### src/hdl/usan_pkg.sv
// Shared types, constants and the lead byte decoder of the UTF-8 stream sanitizer.
package usan_pkg;

	localparam int SLOT_MAX = 6;
	localparam int CNT_W    = 3;

	typedef logic [7:0]       byte_t;
	typedef logic [CNT_W-1:0] cnt_t;

	localparam byte_t REPL_RESET = 8'h20;
	localparam cnt_t  LEN_BAD    = 3'd0;
	localparam cnt_t  LEN_ASCII  = 3'd1;

	typedef struct packed {
		byte_t [SLOT_MAX-1:0] data;
		logic  [SLOT_MAX-1:0] repl;
		cnt_t                 len;
	} cmd_t;

	function automatic cnt_t seq_length(input byte_t b, input cnt_t max_len);
		cnt_t len;
		if (b[7] == 1'b0) begin
			len = LEN_ASCII;
		end else if (b[6] == 1'b0) begin
			len = LEN_BAD;
		end else if (b[5] == 1'b0) begin
			len = 3'd2;
		end else if (b[4] == 1'b0) begin
			len = 3'd3;
		end else if (b[3] == 1'b0) begin
			len = 3'd4;
		end else if (b[2] == 1'b0) begin
			len = 3'd5;
		end else if (b[1] == 1'b0) begin
			len = 3'd6;
		end else begin
			len = LEN_BAD;
		end
		if (len > max_len) begin
			len = LEN_BAD;
		end
		return len;
	endfunction

endpackage

### src/hdl/usan_if.sv
// Valid/ready channel interfaces for input words and result words.
interface usan_in_if;
	logic              valid;
	logic              ready;
	usan_pkg::byte_t   data_byte;
	logic              end_of_stream;

	modport source (output valid, output data_byte, output end_of_stream, input ready);
	modport sink (input valid, input data_byte, input end_of_stream, output ready);
endinterface

interface usan_out_if;
	logic              valid;
	logic              ready;
	usan_pkg::byte_t   out_byte;
	logic              was_replaced;
	logic              last_of_run;

	modport source (output valid, output out_byte, output was_replaced, output last_of_run,
		input ready);
	modport sink (input valid, input out_byte, input was_replaced, input last_of_run,
		output ready);
endinterface

### src/hdl/usan_front.sv
// Front end: accept input words, track the open sequence and build emit commands.
module usan_front #(
	parameter int MAX_SEQ_LEN = 6
) (
	input  logic            clk,
	input  logic            arst_n,
	usan_in_if.sink         in_ch,
	output logic            cmd_push,
	output usan_pkg::cmd_t  cmd,
	input  logic            cmd_ready
);

	localparam usan_pkg::cnt_t MAX_CNT = usan_pkg::CNT_W'(MAX_SEQ_LEN);

	usan_pkg::byte_t held_q [MAX_SEQ_LEN-1];
	usan_pkg::cnt_t  cnt_q, cnt_d;
	usan_pkg::cnt_t  exp_q, exp_d;
	usan_pkg::cnt_t  len;
	usan_pkg::cnt_t  grown;
	logic            absorb;
	logic            store_lead;
	logic            store_cont;
	logic            accept;
	usan_pkg::byte_t b;
	logic            eos;

	assign b      = in_ch.data_byte;
	assign eos    = in_ch.end_of_stream;
	assign accept = in_ch.valid && cmd_ready;
	assign in_ch.ready = cmd_ready;

	assign len    = usan_pkg::seq_length(b, MAX_CNT);
	assign grown  = cnt_q + 1'b1;
	assign absorb = (cnt_q != '0) && (b[7:6] == 2'b10) && (cnt_q < MAX_CNT);

	always_comb begin
		cmd        = '0;
		cnt_d      = cnt_q;
		exp_d      = exp_q;
		store_lead = 1'b0;
		store_cont = 1'b0;
		if (absorb) begin
			if (grown >= exp_q) begin
				for (int i = 0; i < MAX_SEQ_LEN - 1; i++) begin
					cmd.data[i] = held_q[i];
				end
				for (int i = 0; i < usan_pkg::SLOT_MAX; i++) begin
					if (usan_pkg::CNT_W'(i) == cnt_q) begin
						cmd.data[i] = b;
					end
				end
				cmd.len = grown;
				cnt_d   = '0;
				exp_d   = '0;
			end else if (eos) begin
				for (int i = 0; i < usan_pkg::SLOT_MAX; i++) begin
					cmd.repl[i] = usan_pkg::CNT_W'(i) < grown;
				end
				cmd.len = grown;
				cnt_d   = '0;
				exp_d   = '0;
			end else begin
				store_cont = 1'b1;
				cnt_d      = grown;
			end
		end else begin
			for (int i = 0; i < usan_pkg::SLOT_MAX; i++) begin
				cmd.repl[i] = usan_pkg::CNT_W'(i) < cnt_q;
			end
			cmd.len = cnt_q;
			cnt_d   = '0;
			exp_d   = '0;
			if (len == usan_pkg::LEN_ASCII) begin
				for (int i = 0; i < usan_pkg::SLOT_MAX; i++) begin
					if (usan_pkg::CNT_W'(i) == cnt_q) begin
						cmd.data[i] = b;
					end
				end
				cmd.len = grown;
			end else if (len == usan_pkg::LEN_BAD || eos) begin
				for (int i = 0; i < usan_pkg::SLOT_MAX; i++) begin
					if (usan_pkg::CNT_W'(i) == cnt_q) begin
						cmd.repl[i] = 1'b1;
					end
				end
				cmd.len = grown;
			end else begin
				store_lead = 1'b1;
				cnt_d      = 3'd1;
				exp_d      = len;
			end
		end
	end

	assign cmd_push = accept && (cmd.len != '0);

	always_ff @(posedge clk or negedge arst_n) begin
		if (!arst_n) begin
			cnt_q <= '0;
			exp_q <= '0;
		end else if (accept) begin
			cnt_q <= cnt_d;
			exp_q <= exp_d;
		end
	end

	always_ff @(posedge clk) begin
		if (accept) begin
			for (int i = 0; i < MAX_SEQ_LEN - 1; i++) begin
				if (store_lead && i == 0) begin
					held_q[i] <= b;
				end else if (store_cont && usan_pkg::CNT_W'(i) == cnt_q) begin
					held_q[i] <= b;
				end
			end
		end
	end

	a_cnt_range: assert property (@(posedge clk) disable iff (!arst_n)
		cnt_q < MAX_CNT)
		else $error("held count reached sequence limit");

	a_exp_above_cnt: assert property (@(posedge clk) disable iff (!arst_n)
		cnt_q != '0 |-> (exp_q > cnt_q) && (exp_q <= MAX_CNT))
		else $error("open sequence length inconsistent with held count");

endmodule

### src/hdl/usan_queue.sv
// Command queue between the front end and the emitter.
module usan_queue #(
	parameter int DEPTH = 4
) (
	input  logic            clk,
	input  logic            arst_n,
	input  logic            push,
	input  usan_pkg::cmd_t  din,
	output logic            ready,
	input  logic            pop,
	output usan_pkg::cmd_t  dout,
	output logic            valid
);

	localparam int PTR_W = (DEPTH > 1) ? $clog2(DEPTH) : 1;
	localparam int CNT_W = $clog2(DEPTH + 1);

	usan_pkg::cmd_t   mem_q [DEPTH];
	logic [PTR_W-1:0] wr_ptr_q;
	logic [PTR_W-1:0] rd_ptr_q;
	logic [CNT_W-1:0] cnt_q;
	logic             do_push;
	logic             do_pop;

	assign ready   = cnt_q < CNT_W'(DEPTH);
	assign valid   = cnt_q != '0;
	assign dout    = mem_q[rd_ptr_q];
	assign do_push = push && ready;
	assign do_pop  = pop && valid;

	always_ff @(posedge clk or negedge arst_n) begin
		if (!arst_n) begin
			wr_ptr_q <= '0;
			rd_ptr_q <= '0;
			cnt_q    <= '0;
		end else begin
			if (do_push) begin
				wr_ptr_q <= (wr_ptr_q == PTR_W'(DEPTH - 1)) ? '0 : wr_ptr_q + 1'b1;
			end
			if (do_pop) begin
				rd_ptr_q <= (rd_ptr_q == PTR_W'(DEPTH - 1)) ? '0 : rd_ptr_q + 1'b1;
			end
			if (do_push && !do_pop) begin
				cnt_q <= cnt_q + 1'b1;
			end else if (do_pop && !do_push) begin
				cnt_q <= cnt_q - 1'b1;
			end
		end
	end

	always_ff @(posedge clk) begin
		if (do_push) begin
			mem_q[wr_ptr_q] <= din;
		end
	end

	a_cnt_bound: assert property (@(posedge clk) disable iff (!arst_n)
		cnt_q <= CNT_W'(DEPTH))
		else $error("queue occupancy above depth");

endmodule

### src/hdl/usan_back.sv
// Emitter: step through one command a word per cycle onto the result channel while it is ready.
module usan_back (
	input  logic            clk,
	input  logic            arst_n,
	input  usan_pkg::byte_t repl_byte,
	input  logic            cmd_valid,
	input  usan_pkg::cmd_t  cmd,
	output logic            cmd_pop,
	usan_out_if.source      out_ch
);

	usan_pkg::cmd_t cur_q;
	usan_pkg::cnt_t idx_q;
	logic           busy_q;
	logic           fire;
	logic           last;
	logic           load;

	assign fire    = out_ch.valid && out_ch.ready;
	assign last    = idx_q == (cur_q.len - 1'b1);
	assign load    = !busy_q || (fire && last);
	assign cmd_pop = load && cmd_valid;

	assign out_ch.valid        = busy_q;
	assign out_ch.was_replaced = cur_q.repl[idx_q];
	assign out_ch.out_byte     = cur_q.repl[idx_q] ? repl_byte : cur_q.data[idx_q];
	assign out_ch.last_of_run  = last;

	always_ff @(posedge clk or negedge arst_n) begin
		if (!arst_n) begin
			busy_q <= 1'b0;
			idx_q  <= '0;
		end else if (load) begin
			busy_q <= cmd_valid;
			idx_q  <= '0;
		end else if (fire) begin
			idx_q <= idx_q + 1'b1;
		end
	end

	always_ff @(posedge clk) begin
		if (load) begin
			cur_q <= cmd;
		end
	end

	a_idx_in_cmd: assert property (@(posedge clk) disable iff (!arst_n)
		busy_q |-> (cur_q.len != '0) && (idx_q < cur_q.len))
		else $error("emit index outside current command");

endmodule

### src/hdl/utf8_stream_sanitizer_top.sv
// Top level of the UTF-8 stream sanitizer.
//
//  channel   dir   handshake              word
//  in_ch     in    valid/ready            data_byte[7:0], end_of_stream
//  out_ch    out   valid/ready            out_byte[7:0], was_replaced, last_of_run
//  cfg       in    cfg_wr_en, no ready    cfg_wr_data[7:0] -> replacement byte
//
// One input word is taken per cycle while the command queue has room.
// The emitter gives one result word per cycle while out_ch is ready; an input causes 0 to 6 of them.
// Input rate is bound by result rate, buffered by QUEUE_DEPTH commands.
// Reset empties the queue, drops the open sequence and sets the replacement to a space.
// An output stall holds the current word and backs up into the queue, then the input.
module utf8_stream_sanitizer_top #(
	parameter int MAX_SEQ_LEN = 6,
	parameter int QUEUE_DEPTH = 4
) (
	input  logic            clk,
	input  logic            arst_n,
	usan_in_if.sink         in_ch,
	usan_out_if.source      out_ch,
	input  logic            cfg_wr_en,
	input  usan_pkg::byte_t cfg_wr_data
);

	usan_pkg::byte_t repl_q;
	usan_pkg::cmd_t  push_cmd;
	usan_pkg::cmd_t  pop_cmd;
	logic            push;
	logic            q_ready;
	logic            q_valid;
	logic            pop;

	always_ff @(posedge clk or negedge arst_n) begin
		if (!arst_n) begin
			repl_q <= usan_pkg::REPL_RESET;
		end else if (cfg_wr_en) begin
			repl_q <= cfg_wr_data;
		end
	end

	usan_front #(
		.MAX_SEQ_LEN(MAX_SEQ_LEN)
	) u_front (
		.clk      (clk),
		.arst_n   (arst_n),
		.in_ch    (in_ch),
		.cmd_push (push),
		.cmd      (push_cmd),
		.cmd_ready(q_ready)
	);

	usan_queue #(
		.DEPTH(QUEUE_DEPTH)
	) u_queue (
		.clk   (clk),
		.arst_n(arst_n),
		.push  (push),
		.din   (push_cmd),
		.ready (q_ready),
		.pop   (pop),
		.dout  (pop_cmd),
		.valid (q_valid)
	);

	usan_back u_back (
		.clk      (clk),
		.arst_n   (arst_n),
		.repl_byte(repl_q),
		.cmd_valid(q_valid),
		.cmd      (pop_cmd),
		.cmd_pop  (pop),
		.out_ch   (out_ch)
	);

endmodule
### src/flat_wrapper.sv
// flat-port wrapper written by rule: the top's interface ports become plain ports
module utf8_stream_sanitizer_top_flat 
#(
	parameter int MAX_SEQ_LEN = 6,
	parameter int QUEUE_DEPTH = 4
)
  (clk, arst_n, cfg_wr_en, cfg_wr_data, in_ch_valid, in_ch_data_byte, in_ch_end_of_stream, in_ch_ready, out_ch_valid, out_ch_out_byte, out_ch_was_replaced, out_ch_last_of_run, out_ch_ready);
  usan_in_if in_ch_i ();
  usan_out_if out_ch_i ();
  input  logic clk;
  input  logic arst_n;
  input  logic cfg_wr_en;
  input  usan_pkg::byte_t cfg_wr_data;
  input wire logic [$bits(in_ch_i.valid)-1:0] in_ch_valid;
  input wire logic [$bits(in_ch_i.data_byte)-1:0] in_ch_data_byte;
  input wire logic [$bits(in_ch_i.end_of_stream)-1:0] in_ch_end_of_stream;
  output wire logic [$bits(in_ch_i.ready)-1:0] in_ch_ready;
  output wire logic [$bits(out_ch_i.valid)-1:0] out_ch_valid;
  output wire logic [$bits(out_ch_i.out_byte)-1:0] out_ch_out_byte;
  output wire logic [$bits(out_ch_i.was_replaced)-1:0] out_ch_was_replaced;
  output wire logic [$bits(out_ch_i.last_of_run)-1:0] out_ch_last_of_run;
  input wire logic [$bits(out_ch_i.ready)-1:0] out_ch_ready;
  assign in_ch_i.valid = in_ch_valid;
  assign in_ch_i.data_byte = in_ch_data_byte;
  assign in_ch_i.end_of_stream = in_ch_end_of_stream;
  assign in_ch_ready = in_ch_i.ready;
  assign out_ch_valid = out_ch_i.valid;
  assign out_ch_out_byte = out_ch_i.out_byte;
  assign out_ch_was_replaced = out_ch_i.was_replaced;
  assign out_ch_last_of_run = out_ch_i.last_of_run;
  assign out_ch_i.ready = out_ch_ready;
  utf8_stream_sanitizer_top #(.MAX_SEQ_LEN(MAX_SEQ_LEN), .QUEUE_DEPTH(QUEUE_DEPTH)) u_core (.clk(clk), .arst_n(arst_n), .in_ch(in_ch_i), .out_ch(out_ch_i), .cfg_wr_en(cfg_wr_en), .cfg_wr_data(cfg_wr_data));
endmodule
### config.mk
export PLATFORM = sky130hd
export DESIGN_NAME = utf8_stream_sanitizer_top_flat
export DESIGN_NICKNAME = d
export VERILOG_FILES = /design/src/hdl/usan_pkg.sv /design/src/hdl/usan_if.sv /design/src/hdl/usan_front.sv /design/src/hdl/usan_queue.sv /design/src/hdl/usan_back.sv /design/src/hdl/utf8_stream_sanitizer_top.sv /design/src/flat_wrapper.sv
export SDC_FILE = /design/constraint.sdc
export NUM_CORES = 1
export LEC_CHECK = 0
export BUFFER_PORTS_ARGS = -buffer_cell sky130_fd_sc_hd__buf_2
export CAP_MARGIN = 25
export CORE_ASPECT_RATIO = 1.75
export CORE_MARGIN = 2
export CORE_UTILIZATION = 35
export CTS_BUF_LIST = sky130_fd_sc_hd__clkbuf_8
export DETAILED_ROUTE_END_ITERATION = 16
export PLACE_DENSITY_LB_ADDON = 0.3
export SETUP_SLACK_MARGIN = 0.05
export SYNTH_ARGS = -nofsm -noshare
export SYNTH_HDL_FRONTEND = slang
export SYNTH_HIERARCHICAL = 1
export SYNTH_SLANG_ARGS = --single-unit
### constraint.sdc
create_clock -name clk -period 8.8 [get_ports clk]
set_input_delay 1.76 -clock clk [delete_from_list [all_inputs] [get_ports clk]]
set_output_delay 1.76 -clock clk [all_outputs]
set_load 0.02 [all_outputs]
### After elaboration in Yosys (flattened, before gate mapping)

Memory sizes are Yosys's and may differ from the RTL's. A register that Yosys moved wholly into a read port is not among the register bits.
Cells that the tools add are included.

* flip-flop bits (word level): 25
* memory bits (writable): 268
* input bits: 22
* output and inout port bits: 12
* word-level logic and storage cells: 174
* memories kept: 2

* add/sub/neg operators: 7
* $lt $le $gt $ge: 17
* equal/unequal tests: 11
* muxes and demuxes: 95
* bitwise operators: 1
* reductions and logical operators: 33

Memories
* u_core.u_queue.mem_q: depth 4, bits a word 57, read ports 1, clocked after Yosys merged registers in 1, write ports 1, RTL line usan_queue.sv:18 `usan_pkg::cmd_t mem_q [DEPTH];`
* u_core.u_front.held_q: depth 5, bits a word 8, read ports 5, clocked after Yosys merged registers in 0, write ports 1, RTL line usan_front.sv:15 `usan_pkg::byte_t held_q [MAX_SEQ_LEN-1];`

Operators with widths (count)
* 2-to-1 mux 8 bit: 18
* 2-to-1 mux 48 bit: 2
* 2-to-1 mux 3 bit: 26
* 2-to-1 mux 57 bit: 1
* 2-to-1 mux 1 bit: 40
* OR reduction 8 bit: 4
* binary-select mux 8 bit (select 3 bit): 1
* 2-to-1 mux 9 bit: 2
* logical AND 1 bit: 16
* < comparator 1 x 3 -> 1 bit, first input constant: 4
* < comparator 2 x 3 -> 1 bit, first input constant: 4
* < comparator 3 bit, first input constant: 4
* 2-to-1 mux 6 bit: 2
* adder 3 x 1 -> 3 bit, second input constant: 3
* nonzero test 3 bit: 3
* == test 2 bit, second input constant: 3
* == test 2 x 3 -> 1 bit, first input constant: 2
* == test 3 bit, first input constant: 2
* logical NOT 3 bit: 2
* < comparator 3 bit, second input constant: 2
* subtractor 3 x 1 -> 3 bit, second input constant: 2
* adder 2 x 1 -> 2 bit, second input constant: 2
* < comparator 3 x 4 -> 1 bit, second input constant: 1
* 2-to-1 mux 2 bit: 2
* other kinds (12): 16

### Depth between registers and ports, before layout

* word-level depth: 22
* gate-level depth with buffers: 17
* gate-level depth less buffers: 15

### By module

Netlist, hierarchy kept.

Modules (own cells, without submodules)
* usan_queue: instances 1, cells each 337, area each 8657.1 um^2, seq. area each 7021.7 um^2
* usan_front: instances 1, cells each 246, area each 2598.7 um^2, seq. area each 1351.3 um^2
* usan_back: instances 1, cells each 137, area each 2514.9 um^2, seq. area each 1811.7 um^2
* utf8_stream_sanitizer_top: instances 1, cells each 17, area each 332.8 um^2, seq. area each 201.4 um^2

### Worst setup path after synthesis

No wires, ideal clock.

* path kind: input to register
* from: in in_ch_data_byte[3]
* to: mem u_core/u_queue/mem_q[0][0] (netlist bit) (enable)
* data arrival time: 4.668 ns
* data required time: 8.379 ns
* setup slack: 3.711 ns
* cell stages on the path: 9
* path buffers: 2
* cell sequence: clkbuf_1 > nand3_1 > o21ai_0 > a31oi_1 > o31ai_2 > o311a_1 > nor2b_1 > clkbuf_1 > and2_1

RTL lines
* start: declaration: RTL line flat_wrapper.sv:15 `input wire logic [$bits(in_ch_i.data_byte)-1:0] in_ch_data_byte;`
* end: declaration: RTL line usan_queue.sv:18

==> results_dict.tcl <==
set metrics [dict create \
    whs_ns 0.5181 \
    worst_pin_slew_ns 0.9196 \
    status "finished clean" \
    total_power_mw 4.612 \
    fin_crit_ns 4.924 \
    async_flop_share 0.07143 \
    power_density_nw_per_um2 294.6 \
    num_vias 6837 \
    synth.distinct_cells 61 \
    final_area_um2 15660 \
    drive_above_1_share 0.2579 \
    post_dp_cell_area_um2 14730 \
    drt-pass1-iter-count 5 \
    ios 34 \
    portBuffers 33 \
    drt-initial-drc-count 515 \
    grt_max_degree 60 \
    via_per_inst 5.172 \
    post_drt_wl_per_cell_um 21.66 \
    postCtsSetupBuffers 0 \
    endpoint_kind "flop" \
    critPathMaxFanout 43 \
    final_util 0.3921 \
    hp-class "flop to flop" \
    cts-hold-fix-buffers 0 \
    ys_seq_area_frac 0.7364 \
    grt_pass1_vias 7285 \
    cts_sinks 350 \
    startpoint_type "flop" \
    die_y_um 269.6 \
    yosys_warnings 6 \
    cts_buffers 50 \
    hold_violations 0 \
    cts_tree "built" \
    p_leak_nw 5.204 \
    setup_viol 0 \
    dieArea_um2 41980 \
    worst_clock_skew_ns 0.02647 \
    drc 0 \
    maxSlewViolCount 0 \
    clkLatencyLatePin_ns 0.59 \
    stdcell_count 1322 \
    place_inst 1234 \
    ir_worst_vdd_v 0.0001123 \
    nets 828 \
    route.antenna.remaining_nets 0 \
    avgSynthCellArea_um2 19.14 \
    cts-root-buf "clkbuf_8" \
    std_cell_rows 97 \
    setup_ws_ns 3.876 \
    syn-num-nets 774 \
    worstSetupPathType "flop to flop" \
    worst_ep_required_time_ns 9.00 \
    gp_congestion 0.8222 \
    clk_pin_slew_worst_paths_ns 0.06 \
    synth_edf_count 325 \
    cts-resized-gates 0 \
    timing.fmax_mhz 203.1 \
    fp.dieW_um 155.7 \
    ys.flop_type "edfxtp_1" \
    grt-ovfl-total 0 \
    tns_ns 0 \
    grt.total_usage 0.1385 \
    coreArea_um2 39930 \
    ys_ff_latch 350 \
    dpl.hpwl_um 18160 \
    initial_utilization 0.3532 \
    rsz0062_at_grt "false" \
    antenna_found_initial 1 \
    arrival_ns 5.13 \
    wl_um 28630 \
    syn_inst 737 \
    pre_cts_ws_ns 3.451 \
    synth_area_um2 14100 \
    slew-limit-headroom 0.3813 \
    period_share 0.5595 \
    area.growth.synth_to_final_pct 11.02 \
    grt_pass1_wl_um 43640 \
    htreeDepth 2 \
    cts_max_path_buffers 3 \
    drv_cap 0 \
]
[metal layers]
metal | up-vias | global-route usage | part of all wire | wire [um]
met2 | 186 | 0.2451 | 0.53 | 15080
met4 | 0 | 0.05722 | 0.033 | 940
met5 | - | 0 | 0 | 0
li1 | 3103 | - | - | -
met3 | 65 | 0.02202 | 0.037 | 1054
met1 | 3483 | 0.1668 | 0.40 | 11560
[cell families (layout without fill, tap and decap cells)]
group                      count (synthesis)  in the layout  synth area share
buffers and inverters                     57            146           0.02103
AOI/OAI and AO/OA                        122            122           0.06175
adders and majority gates                 15             15           0.01384
xor gates and xnor gates                   8              8          0.006033
DFF                                      350            350            0.7364
muxes                                     88             88            0.1254
and+or+nand+nor                           97             97           0.03558
other                                      0              1                 0
[critical path: stages, from the launching register on]
cell and delay, ns:
dfrtp_1 0.64, ha_1 0.48, xor2_1 0.38, ha_1 0.20, nand2_1 0.06, o21ai_2 0.41, nor2_4 0.10, o31ai_2 0.41
o311a_1 0.24, nor2b_1 0.44, and2_2 0.49, buf_4 0.61
[where the power goes]
part,switching [mW],internal (mW)
sequential,0.141,2.09
combinational,0.651,0.515
clock,0.592,0.619
total,1.38,3.23
[sequential cells by signal (all words and copies together) (netlist names)]
signal                      count
u_core/repl_q                   8
u_core/u_front/exp_q            3
u_core/u_queue/wr_ptr_q         2
u_core/u_front/cnt_q            3
u_core/u_queue/rd_ptr_q         2
u_core/u_queue/mem_q          228
u_core/u_back/idx_q             3
u_core/u_queue/cnt_q            3
u_core/u_front/held_q          40
u_core/u_back/cur_q            57
u_core/u_back/out_ch.valid      1
[final timing paths]
kind                                               end  depth (start not counted)  slack, ns                     from
setup / recovery           u_core/u_queue/mem_q[1][54]                         11       3.88  u_core/u_front/cnt_q[1]
hold / removal                        u_core/repl_q[6]                          1       0.52         u_core/repl_q[6]
setup reg to reg           u_core/u_queue/mem_q[1][54]                         11       3.88  u_core/u_front/cnt_q[1]
hold reg to reg                       u_core/repl_q[6]                          1       0.52         u_core/repl_q[6]
max in group asynchronous   u_core/u_queue/rd_ptr_q[0]                          1       7.09                   arst_n
min in group asynchronous      u_core/u_front/cnt_q[2]                          1       1.21                   arst_n
[placed cells by master (no fill, tap or decap), types with 3 or more instances in the layout]
cell and n:
nand3_1 15, nor2b_1 3, edfxtp_1 325, a21oi_1 17, nor2_1 19, mux4_2 66, clkinv_1 9, and3_1 3
xnor2_1 5, nand2b_1 3, a31oi_1 4, nand3b_1 4, inv_1 33, and2_1 8, o31ai_1 3, nor4_1 3
bufinv_16 3, mux2_4 9, clkbuf_8 50, and2_2 4, nor3_1 3, ha_1 14, a22o_1 30, buf_4 7
o21ai_0 35, clkinv_2 8, buf_2 33, nand2_1 23, mux2_2 13, a21o_1 3, dfrtp_1 21, o22ai_1 3
a2bb2oi_1 8
[final cells by class]
class / instances / area [um^2]
fillers: 3591 / 24270
flip-flops and latches: 350 / 10390
multi-input cells: 330 / 3426
clock buffers: 50 / 688.2
well taps: 495 / 619.3
clock inverters: 37 / 240.2
repair buffers: 40 / 217.7
inverters: 19 / 71.32
diodes: 1 / 2.502
[cells in the mapped netlist (all sizes together), types with 2 or more instances]
cell	instances	area (um^2)
nand2b	3	18.77
nand3	15	75.07
nor4	3	18.77
nor3	5	35.03
clkbuf	14	52.55
xor2	2	17.52
and3	3	18.77
nand3b	4	30.03
nand2	23	86.33
o31ai	4	35.03
edfxtp	325	9759
inv	19	71.32
ha	14	175.2
o21ai	37	188.9
dfrtp	24	600.6
mux4	66	1486
a2bb2oi	8	70.07
o22ai	3	18.77
xnor2	5	43.79
nor2	20	82.58
a22o	30	262.8
a21oi	18	93.84
nor2b	3	18.77
buf	24	172.7
and2	13	81.33
or3	3	23.77
a31oi	4	25.02
o2bb2ai	2	17.52
a21o	3	22.52
mux2	22	281.5
(Power assumes the default switching activity.)
